## src/design/tcpqs_pkg.sv

```systemverilog
// Shared types, constants and the microprogram of the two-class priority queue server.
package tcpqs_pkg;

   // Default sizes of the server
   localparam int QUEUE_DEPTH_DEF  = 64;
   localparam int MAX_ARRIVALS_DEF = 15;
   localparam int TIME_BITS_DEF    = 32;

   // Fixed field widths of the streams
   localparam int ARR_W    = 4;
   localparam int WAIT_W   = 32;
   localparam int LEN_W    = 7;
   localparam int STEP_W   = 3;

   typedef logic [STEP_W-1:0] step_type;

   // Microprogram addresses
   localparam step_type STEP_IDLE      = 3'd0;
   localparam step_type STEP_SERVE     = 3'd1;
   localparam step_type STEP_PUSH_HIGH = 3'd2;
   localparam step_type STEP_PUSH_LOW  = 3'd3;
   localparam step_type STEP_EMIT      = 3'd4;

   typedef enum logic [2:0] {
      ACT_NONE,
      ACT_LATCH,
      ACT_POP,
      ACT_PUSH_HIGH,
      ACT_PUSH_LOW,
      ACT_EMIT
   } action_type;

   typedef enum logic [2:0] {
      COND_ALWAYS,
      COND_ACCEPT,
      COND_PUSH_HIGH,
      COND_PUSH_LOW,
      COND_OUT_FREE
   } cond_type;

   // One control word: take target_true when the condition holds, else target_false
   typedef struct packed {
      action_type action;
      cond_type   cond;
      step_type   target_true;
      step_type   target_false;
   } ucode_type;

   // Datapath conditions sampled by the sequencer
   typedef struct packed {
      logic accept;
      logic can_push_high;
      logic can_push_low;
      logic out_free;
   } status_type;

   function automatic ucode_type ucode_rom(input step_type step);
      ucode_type word;
      case (step)
         STEP_IDLE:      word = '{ACT_LATCH, COND_ACCEPT, STEP_SERVE, STEP_IDLE};
         STEP_SERVE:     word = '{ACT_POP, COND_ALWAYS, STEP_PUSH_HIGH, STEP_PUSH_HIGH};
         STEP_PUSH_HIGH: word = '{ACT_PUSH_HIGH, COND_PUSH_HIGH, STEP_PUSH_HIGH,
                                  STEP_PUSH_LOW};
         STEP_PUSH_LOW:  word = '{ACT_PUSH_LOW, COND_PUSH_LOW, STEP_PUSH_LOW, STEP_EMIT};
         STEP_EMIT:      word = '{ACT_EMIT, COND_OUT_FREE, STEP_IDLE, STEP_EMIT};
         default:        word = '{ACT_NONE, COND_ALWAYS, STEP_IDLE, STEP_IDLE};
      endcase
      return word;
   endfunction

endpackage

```

## src/design/tcpqs_sequencer.sv

```systemverilog
// Step counter and control-word store of the priority queue server.
module tcpqs_sequencer (
   input  logic                   clock,
   input  logic                   reset,
   input  tcpqs_pkg::status_type  status,
   output tcpqs_pkg::ucode_type   ucode
);

   tcpqs_pkg::step_type step_ff;
   tcpqs_pkg::step_type step_in;
   logic                taken;

   always_comb begin
      ucode = tcpqs_pkg::ucode_rom(step_ff);
   end

   always_comb begin
      case (ucode.cond)
         tcpqs_pkg::COND_ALWAYS:    taken = 1'b1;
         tcpqs_pkg::COND_ACCEPT:    taken = status.accept;
         tcpqs_pkg::COND_PUSH_HIGH: taken = status.can_push_high;
         tcpqs_pkg::COND_PUSH_LOW:  taken = status.can_push_low;
         tcpqs_pkg::COND_OUT_FREE:  taken = status.out_free;
         default:                   taken = 1'b1;
      endcase
      step_in = taken ? ucode.target_true : ucode.target_false;
   end

   always_ff @(posedge clock) begin
      if (reset) begin
         step_ff <= tcpqs_pkg::STEP_IDLE;
      end else begin
         step_ff <= step_in;
      end
   end

endmodule

```

## src/design/two_class_priority_queue_server.sv

```systemverilog
// Top level of the two-class strict-priority slotted queue server.
//
//  channel | direction | handshake                | contents
//  --------+-----------+--------------------------+----------------------------------------
//  req     | in        | req_tvalid / req_tready  | one time slot: availability, arrivals
//  rsp     | out       | rsp_tvalid / rsp_tready  | service flags, wait, lengths, drops
//
// A slot is latched and served, then the stamps actually taken are pushed into the high and
// then the low queue (each at most MAX_ARRIVALS) before the result of the slot is emitted.
// Pushes are paced by the single write port of each stamp memory: one push a cycle.
// Reset (synchronous, active high) empties both queues, zeroes the slot counter and
// drops any waiting result transaction; stamp memories are not cleared.
// A stalled result holds in the output register; the sequencer waits in its last step
// until the register frees, and a new slot is taken only once the previous one is emitted.
module two_class_priority_queue_server #(
   parameter int QUEUE_DEPTH  = tcpqs_pkg::QUEUE_DEPTH_DEF,
   parameter int MAX_ARRIVALS = tcpqs_pkg::MAX_ARRIVALS_DEF,
   parameter int TIME_BITS    = tcpqs_pkg::TIME_BITS_DEF
) (
   input  logic        clock,
   input  logic        reset,
   input  logic        req_tvalid,
   output logic        req_tready,
   // [0] server_available, [4:1] arrivals_high, [8:5] arrivals_low, [15:9] zero
   input  logic [15:0] req_tdata,
   output logic        rsp_tvalid,
   input  logic        rsp_tready,
   // [31:0] wait_slots, [38:32] length_high, [45:39] length_low,
   // [49:46] dropped_high, [53:50] dropped_low, [55:54] zero
   output logic [55:0] rsp_tdata,
   // [0] served_high, [1] served_low
   output logic [1:0]  rsp_tuser
);

   localparam int PTR_W = $clog2(QUEUE_DEPTH);
   localparam int CNT_W = $clog2(QUEUE_DEPTH + 1);
   localparam int ARR_W = tcpqs_pkg::ARR_W;

   typedef logic [PTR_W-1:0]     ptr_type;
   typedef logic [CNT_W-1:0]     cnt_type;
   typedef logic [TIME_BITS-1:0] stamp_type;
   typedef logic [ARR_W-1:0]     arr_type;

   tcpqs_pkg::ucode_type  ucode;
   tcpqs_pkg::status_type status;

   // Stamp memories, one per class
   stamp_type high_mem [QUEUE_DEPTH];
   stamp_type low_mem  [QUEUE_DEPTH];
   stamp_type high_q_ff, low_q_ff;

   // Latched slot request
   logic    avail_ff, avail_in;
   arr_type arr_high_ff, arr_high_in, arr_low_ff, arr_low_in;
   arr_type left_high_ff, left_high_in, left_low_ff, left_low_in;
   arr_type pushed_high_ff, pushed_high_in, pushed_low_ff, pushed_low_in;
   logic    serve_high_ff, serve_high_in, serve_low_ff, serve_low_in;

   // Queue pointers and slot counter
   ptr_type   high_head_ff, high_head_in, high_tail_ff, high_tail_in;
   ptr_type   low_head_ff, low_head_in, low_tail_ff, low_tail_in;
   cnt_type   high_count_ff, high_count_in, low_count_ff, low_count_in;
   stamp_type slot_ff, slot_in;

   // Result register
   logic        rsp_valid_ff, rsp_valid_in;
   logic [55:0] rsp_data_ff, rsp_data_in;
   logic [1:0]  rsp_user_ff, rsp_user_in;

   logic      accept, pop_high, pop_low, push_high, push_low, emit;
   stamp_type wait_full;
   arr_type   drop_high, drop_low;

   function automatic ptr_type ptr_next(input ptr_type p);
      return (p == ptr_type'(QUEUE_DEPTH - 1)) ? '0 : ptr_type'(p + 1'b1);
   endfunction

   function automatic arr_type arr_limit(input arr_type n);
      return (int'(n) > MAX_ARRIVALS) ? arr_type'(MAX_ARRIVALS) : n;
   endfunction

   function automatic logic [tcpqs_pkg::LEN_W-1:0] LEN_FIT(input cnt_type c);
      return tcpqs_pkg::LEN_W'(c);
   endfunction

   tcpqs_sequencer u_sequencer (
      .clock  (clock),
      .reset  (reset),
      .status (status),
      .ucode  (ucode)
   );

   // Decode the control word into datapath strobes
   always_comb begin
      req_tready = (ucode.action == tcpqs_pkg::ACT_LATCH);
      accept     = req_tvalid && req_tready;

      status.accept        = accept;
      status.can_push_high = (left_high_ff != '0) && (high_count_ff < cnt_type'(QUEUE_DEPTH));
      status.can_push_low  = (left_low_ff != '0) && (low_count_ff < cnt_type'(QUEUE_DEPTH));
      status.out_free      = !rsp_valid_ff || rsp_tready;

      // When the server is available, the high class takes it whenever its queue holds anyone
      pop_high  = (ucode.action == tcpqs_pkg::ACT_POP) && avail_ff && (high_count_ff != '0);
      pop_low   = (ucode.action == tcpqs_pkg::ACT_POP) && avail_ff && (high_count_ff == '0)
                  && (low_count_ff != '0);
      push_high = (ucode.action == tcpqs_pkg::ACT_PUSH_HIGH) && status.can_push_high;
      push_low  = (ucode.action == tcpqs_pkg::ACT_PUSH_LOW) && status.can_push_low;
      emit      = (ucode.action == tcpqs_pkg::ACT_EMIT) && status.out_free;
   end

   // Next values of the request, queue and slot registers
   always_comb begin
      avail_in       = avail_ff;
      arr_high_in    = arr_high_ff;
      arr_low_in     = arr_low_ff;
      left_high_in   = left_high_ff;
      left_low_in    = left_low_ff;
      pushed_high_in = pushed_high_ff;
      pushed_low_in  = pushed_low_ff;
      serve_high_in  = serve_high_ff;
      serve_low_in   = serve_low_ff;
      high_head_in   = high_head_ff;
      high_tail_in   = high_tail_ff;
      high_count_in  = high_count_ff;
      low_head_in    = low_head_ff;
      low_tail_in    = low_tail_ff;
      low_count_in   = low_count_ff;
      slot_in        = slot_ff;

      // Take a new slot and cap each arrival count
      if (accept) begin
         avail_in       = req_tdata[0];
         arr_high_in    = req_tdata[4:1];
         arr_low_in     = req_tdata[8:5];
         left_high_in   = arr_limit(req_tdata[4:1]);
         left_low_in    = arr_limit(req_tdata[8:5]);
         pushed_high_in = '0;
         pushed_low_in  = '0;
      end

      if (ucode.action == tcpqs_pkg::ACT_POP) begin
         serve_high_in = pop_high;
         serve_low_in  = pop_low;
      end
      if (pop_high) begin
         high_head_in  = ptr_next(high_head_ff);
         high_count_in = high_count_ff - 1'b1;
      end
      if (pop_low) begin
         low_head_in  = ptr_next(low_head_ff);
         low_count_in = low_count_ff - 1'b1;
      end

      if (push_high) begin
         high_tail_in   = ptr_next(high_tail_ff);
         high_count_in  = high_count_ff + 1'b1;
         left_high_in   = left_high_ff - 1'b1;
         pushed_high_in = pushed_high_ff + 1'b1;
      end
      if (push_low) begin
         low_tail_in   = ptr_next(low_tail_ff);
         low_count_in  = low_count_ff + 1'b1;
         left_low_in   = left_low_ff - 1'b1;
         pushed_low_in = pushed_low_ff + 1'b1;
      end

      // Advance the slot once its result is handed over
      if (emit) begin
         slot_in = slot_ff + 1'b1;
      end
   end

   // Assemble the result; the popped stamp still sits in its read register
   always_comb begin
      if (serve_high_ff) begin
         wait_full = slot_ff - high_q_ff;
      end else if (serve_low_ff) begin
         wait_full = slot_ff - low_q_ff;
      end else begin
         wait_full = '0;
      end
      drop_high = arr_high_ff - pushed_high_ff;
      drop_low  = arr_low_ff - pushed_low_ff;

      rsp_data_in  = rsp_data_ff;
      rsp_user_in  = rsp_user_ff;
      rsp_valid_in = rsp_valid_ff && !rsp_tready;
      if (emit) begin
         rsp_valid_in = 1'b1;
         rsp_data_in  = {2'b00, drop_low, drop_high,
                         LEN_FIT(low_count_ff), LEN_FIT(high_count_ff),
                         tcpqs_pkg::WAIT_W'(wait_full)};
         rsp_user_in  = {serve_low_ff, serve_high_ff};
      end
   end

   // Stamp memories: one write and one registered read each
   always_ff @(posedge clock) begin
      if (push_high) begin
         high_mem[high_tail_ff] <= slot_ff;
      end
      if (pop_high) begin
         high_q_ff <= high_mem[high_head_ff];
      end
   end

   always_ff @(posedge clock) begin
      if (push_low) begin
         low_mem[low_tail_ff] <= slot_ff;
      end
      if (pop_low) begin
         low_q_ff <= low_mem[low_head_ff];
      end
   end

   // Payload registers
   always_ff @(posedge clock) begin
      avail_ff       <= avail_in;
      arr_high_ff    <= arr_high_in;
      arr_low_ff     <= arr_low_in;
      left_high_ff   <= left_high_in;
      left_low_ff    <= left_low_in;
      pushed_high_ff <= pushed_high_in;
      pushed_low_ff  <= pushed_low_in;
      serve_high_ff  <= serve_high_in;
      serve_low_ff   <= serve_low_in;
      rsp_data_ff    <= rsp_data_in;
      rsp_user_ff    <= rsp_user_in;
   end

   // Control registers
   always_ff @(posedge clock) begin
      if (reset) begin
         high_head_ff  <= '0;
         high_tail_ff  <= '0;
         high_count_ff <= '0;
         low_head_ff   <= '0;
         low_tail_ff   <= '0;
         low_count_ff  <= '0;
         slot_ff       <= '0;
         rsp_valid_ff  <= 1'b0;
      end else begin
         high_head_ff  <= high_head_in;
         high_tail_ff  <= high_tail_in;
         high_count_ff <= high_count_in;
         low_head_ff   <= low_head_in;
         low_tail_ff   <= low_tail_in;
         low_count_ff  <= low_count_in;
         slot_ff       <= slot_in;
         rsp_valid_ff  <= rsp_valid_in;
      end
   end

   assign rsp_tvalid = rsp_valid_ff;
   assign rsp_tdata  = rsp_data_ff;
   assign rsp_tuser  = rsp_user_ff;

endmodule

```

## config.mk

```make
export PLATFORM = sky130hd
export DESIGN_NAME = two_class_priority_queue_server
export DESIGN_NICKNAME = d
export VERILOG_FILES = /design/src/design/tcpqs_pkg.sv /design/src/design/tcpqs_sequencer.sv /design/src/design/two_class_priority_queue_server.sv
export SDC_FILE = /design/constraint.sdc
export NUM_CORES = 2
export LEC_CHECK = 0
export BUFFER_PORTS_ARGS = -buffer_cell sky130_fd_sc_hd__buf_2
export CORE_ASPECT_RATIO = 2
export CORE_MARGIN = 2
export CORE_UTILIZATION = 35
export CTS_CLUSTER_DIAMETER = 80
export DETAILED_ROUTE_END_ITERATION = 8
export PLACE_DENSITY_LB_ADDON = 0.15
export SYNTH_ARGS = -nofsm -noshare
export SYNTH_HDL_FRONTEND = slang
export SYNTH_SLANG_ARGS = --single-unit
```

## constraint.sdc

```tcl
create_clock -name clock -period 5.86 [get_ports clock]
set_clock_uncertainty 0.15 [all_clocks]
set_input_delay 0.586 -clock clock [delete_from_list [all_inputs] [get_ports clock]]
set_output_delay 0.586 -clock clock [all_outputs]
set_load 0.01 [all_outputs]
```

==> out/metrics.yaml <==
floorplanning:
  std_cell_rows: 359
  core_area_mm2: 0.477
  initial_core_util_pct: 35.1
  io_pins: 80
  die_h_um: 983
  die_area_mm2: 0.485
  die_x_um: 493
critical_path:
  arrival_ns: 5.32
  path_class: "flip-flop to flip-flop"
  worstSetupStartpointType: "flip-flop"
  end_kind: "flip-flop"
  rrSetupSlack_ns: 1.03
  cp_max_fo: 14
  crit_required_ns: 6.35
finish:
  nNetsFinal: 7667
  final_core_util_pct: 40.2
  stdcell_count: 14427
  syn_to_final_growth_pct: 14.4
  final.fill_count: 41993
  drive_above_1_share_pct: 31.3
route:
  ant_nets: 0
  vias: 76856
  wirelength_um: 494000
  drtIter0Drc: 7071
  avgViaCountPerCell: 5.33
  wl_per_cell_um: 34.2
  drcViolationCount: 0
  drtPass1Iterations: 5
yosys:
  ys_warn_count: 0
  syn_area_mm2: 0.168
  yosys.area_share.adder_pct: 0.729
  ys_ff_latch: 4317
  synth_async_sr_flop_share_pct: 0
  synth-compound-area-share_pct: 1.07
  yosysMostFrequentCell: "edfxtp_1"
  seq_area_frac_synth_pct: 76.9
  yosys-top-cells-count: "edfxtp_1 (4,243), mux4_2 (1,344), nor2_1 (245)"
  synth_top_family_by_area: "multiplexers"
  synthSimpleGateAreaFrac_pct: 1.39
  synth_area_leaders: "edfxtp_1 (76%), mux4_2 (18%), dfxtp_1 (0.88%)"
  synthXorXnorAreaFrac_pct: 0.596
  synth.area.mux_share_pct: 18.1
  syn_inst: 7128
  synthFlopType: "edfxtp_1"
  postSynthAreaPerCell_um2: 23.5
  synth_edf_count: 4243
  yosysTopAreaCellShare_pct: 76.0
  synth.distinct_cells: 76
  yosysTopAreaCell: "edfxtp_1"
run_status:
  outcome: "finished, final reports clean"
global_route:
  antenna_found_initial: 65
  grt_pass1_wl_um: 679000
  grt_use_total_pct: 20.2
  grt_max_degree: 103
  grt_pass1_vias: 82185
  overflow: 0
timing:
  finalHoldViolCount: 0
  rsz0062_at_grt: "false"
  period_share_pct: 82.4
  fmax_ghz: 0.207
  period_needed_ns: 4.83
  slew_violations: 0
  max_slew.worst_pin.slew_ns: 1.26
  setup_tns_ns: 0
  finalSetupViolations: 0
  relSlewSlack_pct: 16.0
placed_design:
  dp_cells: 13467
  portBuffers: 70
  routabilityCongestion: 0.835
  hpwl_um: 308000
power:
  power_leakage_uw: 0.0541
  ir_worst_vdd_uv: 238
  powerDensity_mw_per_mm2: 324
clock_tree:
  cts_sinks: 4317
  clock_path_buffers: 4
  cts_tree: "yes"
  clock_latency_ns: 0.97
  clkTransAtPathRegs_ns: 0.07
  cts_root_buf: "clkbuf_16"
  numCtsBuffers: 391
  htreeDepth: 5
  cts_resized: 0
worst_hold_path:
  hold_path_class: "input port to flip-flop"
flow_run:
  cap_violations: 0
-- power breakdown --
| part | leakage, uW | switching [uW] | total (uW) | internal, uW |
|---|---|---|---|---|
| logic | 0.0110 | 1340 | 2500 | 1160 |
| registers | 0.0369 | 138 | 33700 | 33500 |
| clock network | 0.00617 | 11800 | 25900 | 14100 |
| total | 0.0541 | 13300 | 62100 | 48800 |
-- layout by cell type, fill, tap and decap left out, types with 10 or more instances in the layout --
master         netlist  final
mux4_2            1344   1344
clkbuf_16            0    395
dfxtp_4              0     40
ha_1                88     88
diode_2              0    238
dlygate4sd3_1        0     10
clkinv_1             1     86
buf_4               23    259
clkinv_2             0     71
clkbuf_1           211     71
xor2_1              53     53
nand3b_1            10     10
nand3_1             34     34
o21bai_1            17     17
clkinvlp_4           0     14
bufinv_16            0     36
nor2_4               0    128
buf_12               0     47
nand4_1             19     19
and2_1              13     12
or3_1               13     13
a31oi_1             12     12
xnor2_1             61     61
nand2b_1            15     15
nand2_1             93     93
buf_2               77     69
a21o_1              36     36
o22ai_1             20     20
dfxtp_1             74     30
o21ai_0             39     39
edfxtp_1          4243   4243
nor2_1             245    117
clkinv_16            0     11
inv_1              108    108
a21oi_1             91     90
nor3_1              20     19
-- worst max-delay path, stage by stage, from the launching register on --
cell and delay (ns):
dfxtp_1 0.43, nor3b_2 0.27, buf_6 0.19, o31a_1 0.59, nand2b_1 0.69, inv_1 0.30, buf_4 0.42, nand3_1 0.13
buf_4 0.25, nor2_4 0.57, buf_4 0.39
-- per-layer routing --
layer  vias up  global-route usage [%]  share of wire, %
met5         -                       0            0.0014
met2      2040                    38.7                57
met1     42771                    22.4                35
met4         2                    8.90               4.4
li1      31483                       -                 -
met3       560                    1.90               3.8
-- worst paths after layout --
path,cells past startpoint,to,startpoint
setup reg to reg,10,high_mem[4][3]$_DFFE_PP_,u_sequencer.step_ff[1]$_SDFF_PP0_
hold / removal,3,rsp_tvalid$_SDFF_PP0_,rsp_tready
hold reg to reg,0,rsp_tdata[43]$_DFFE_PP_,low_count_ff[4]$_SDFFE_PP0P_
setup / recovery,10,high_mem[4][3]$_DFFE_PP_,u_sequencer.step_ff[1]$_SDFF_PP0_
-- cells by family after synthesis --
kind of cell	after synthesis
simple gates	508
fa+ha+maj	94
xor+xnor	114
buf+inv	464
flops	4317
compound gates	281
other cells	1
mux	1349
-- state kept, by name, indices dropped and copies added, names as in the netlist, 2 cells and up --
name                 flops
left_high_ff             4
low_head_ff              6
low_q_ff                32
high_q_ff               32
left_low_ff              4
pushed_high_ff           4
arr_low_ff               4
low_count_ff             7
slot_ff                 32
rsp_tdata               54
low_mem               2048
low_tail_ff              6
rsp_tuser                2
high_head_ff             6
high_tail_ff             6
u_sequencer.step_ff      3
pushed_low_ff            4
arr_high_ff              4
high_count_ff            7
high_mem              2048
-- repair_timing --
item,CTS,global route
hold buffers,10,0
setup buffers,0,0
setup endpoints to repair,0,0
endpoints found under the hold margin,46,0
-- per-stage QoR --
| step | setup WS, ns | area (um^2) | hold slack [ns] | power [uW] |
|---|---|---|---|---|
| 6_report | 1.03 | 192000 | 0.142 | 62100 |
| 4_1_cts | 0.733 | 191000 | 0.0832 | 62800 |
| 3_5_place_dp | 0.783 | 178000 | 0.352 | 36900 |
| 2_1_floorplan | 1.07 | 168000 | 0.300 | 36100 |
| 3_3_place_gp | -0.669 | 178000 | 0.336 | 36900 |
| 5_1_grt | 0.686 | 192000 | 0.154 | 63900 |
-- area by class of cell --
class / count / area [um^2] / share of cell area [%]
antenna: 238 / 596 / 0.311
clock buffer: 469 / 10200 / 5.32
clock inverter: 243 / 2510 / 1.31
inverter: 109 / 409 / 0.213
multi-input combinational: 2348 / 37700 / 19.7
sequential: 4317 / 129000 / 67.3
tap: 6317 / 7900 / 4.12
timing repair buffer: 386 / 3340 / 1.74
Note: power is estimated with default switching activity, not from simulation.
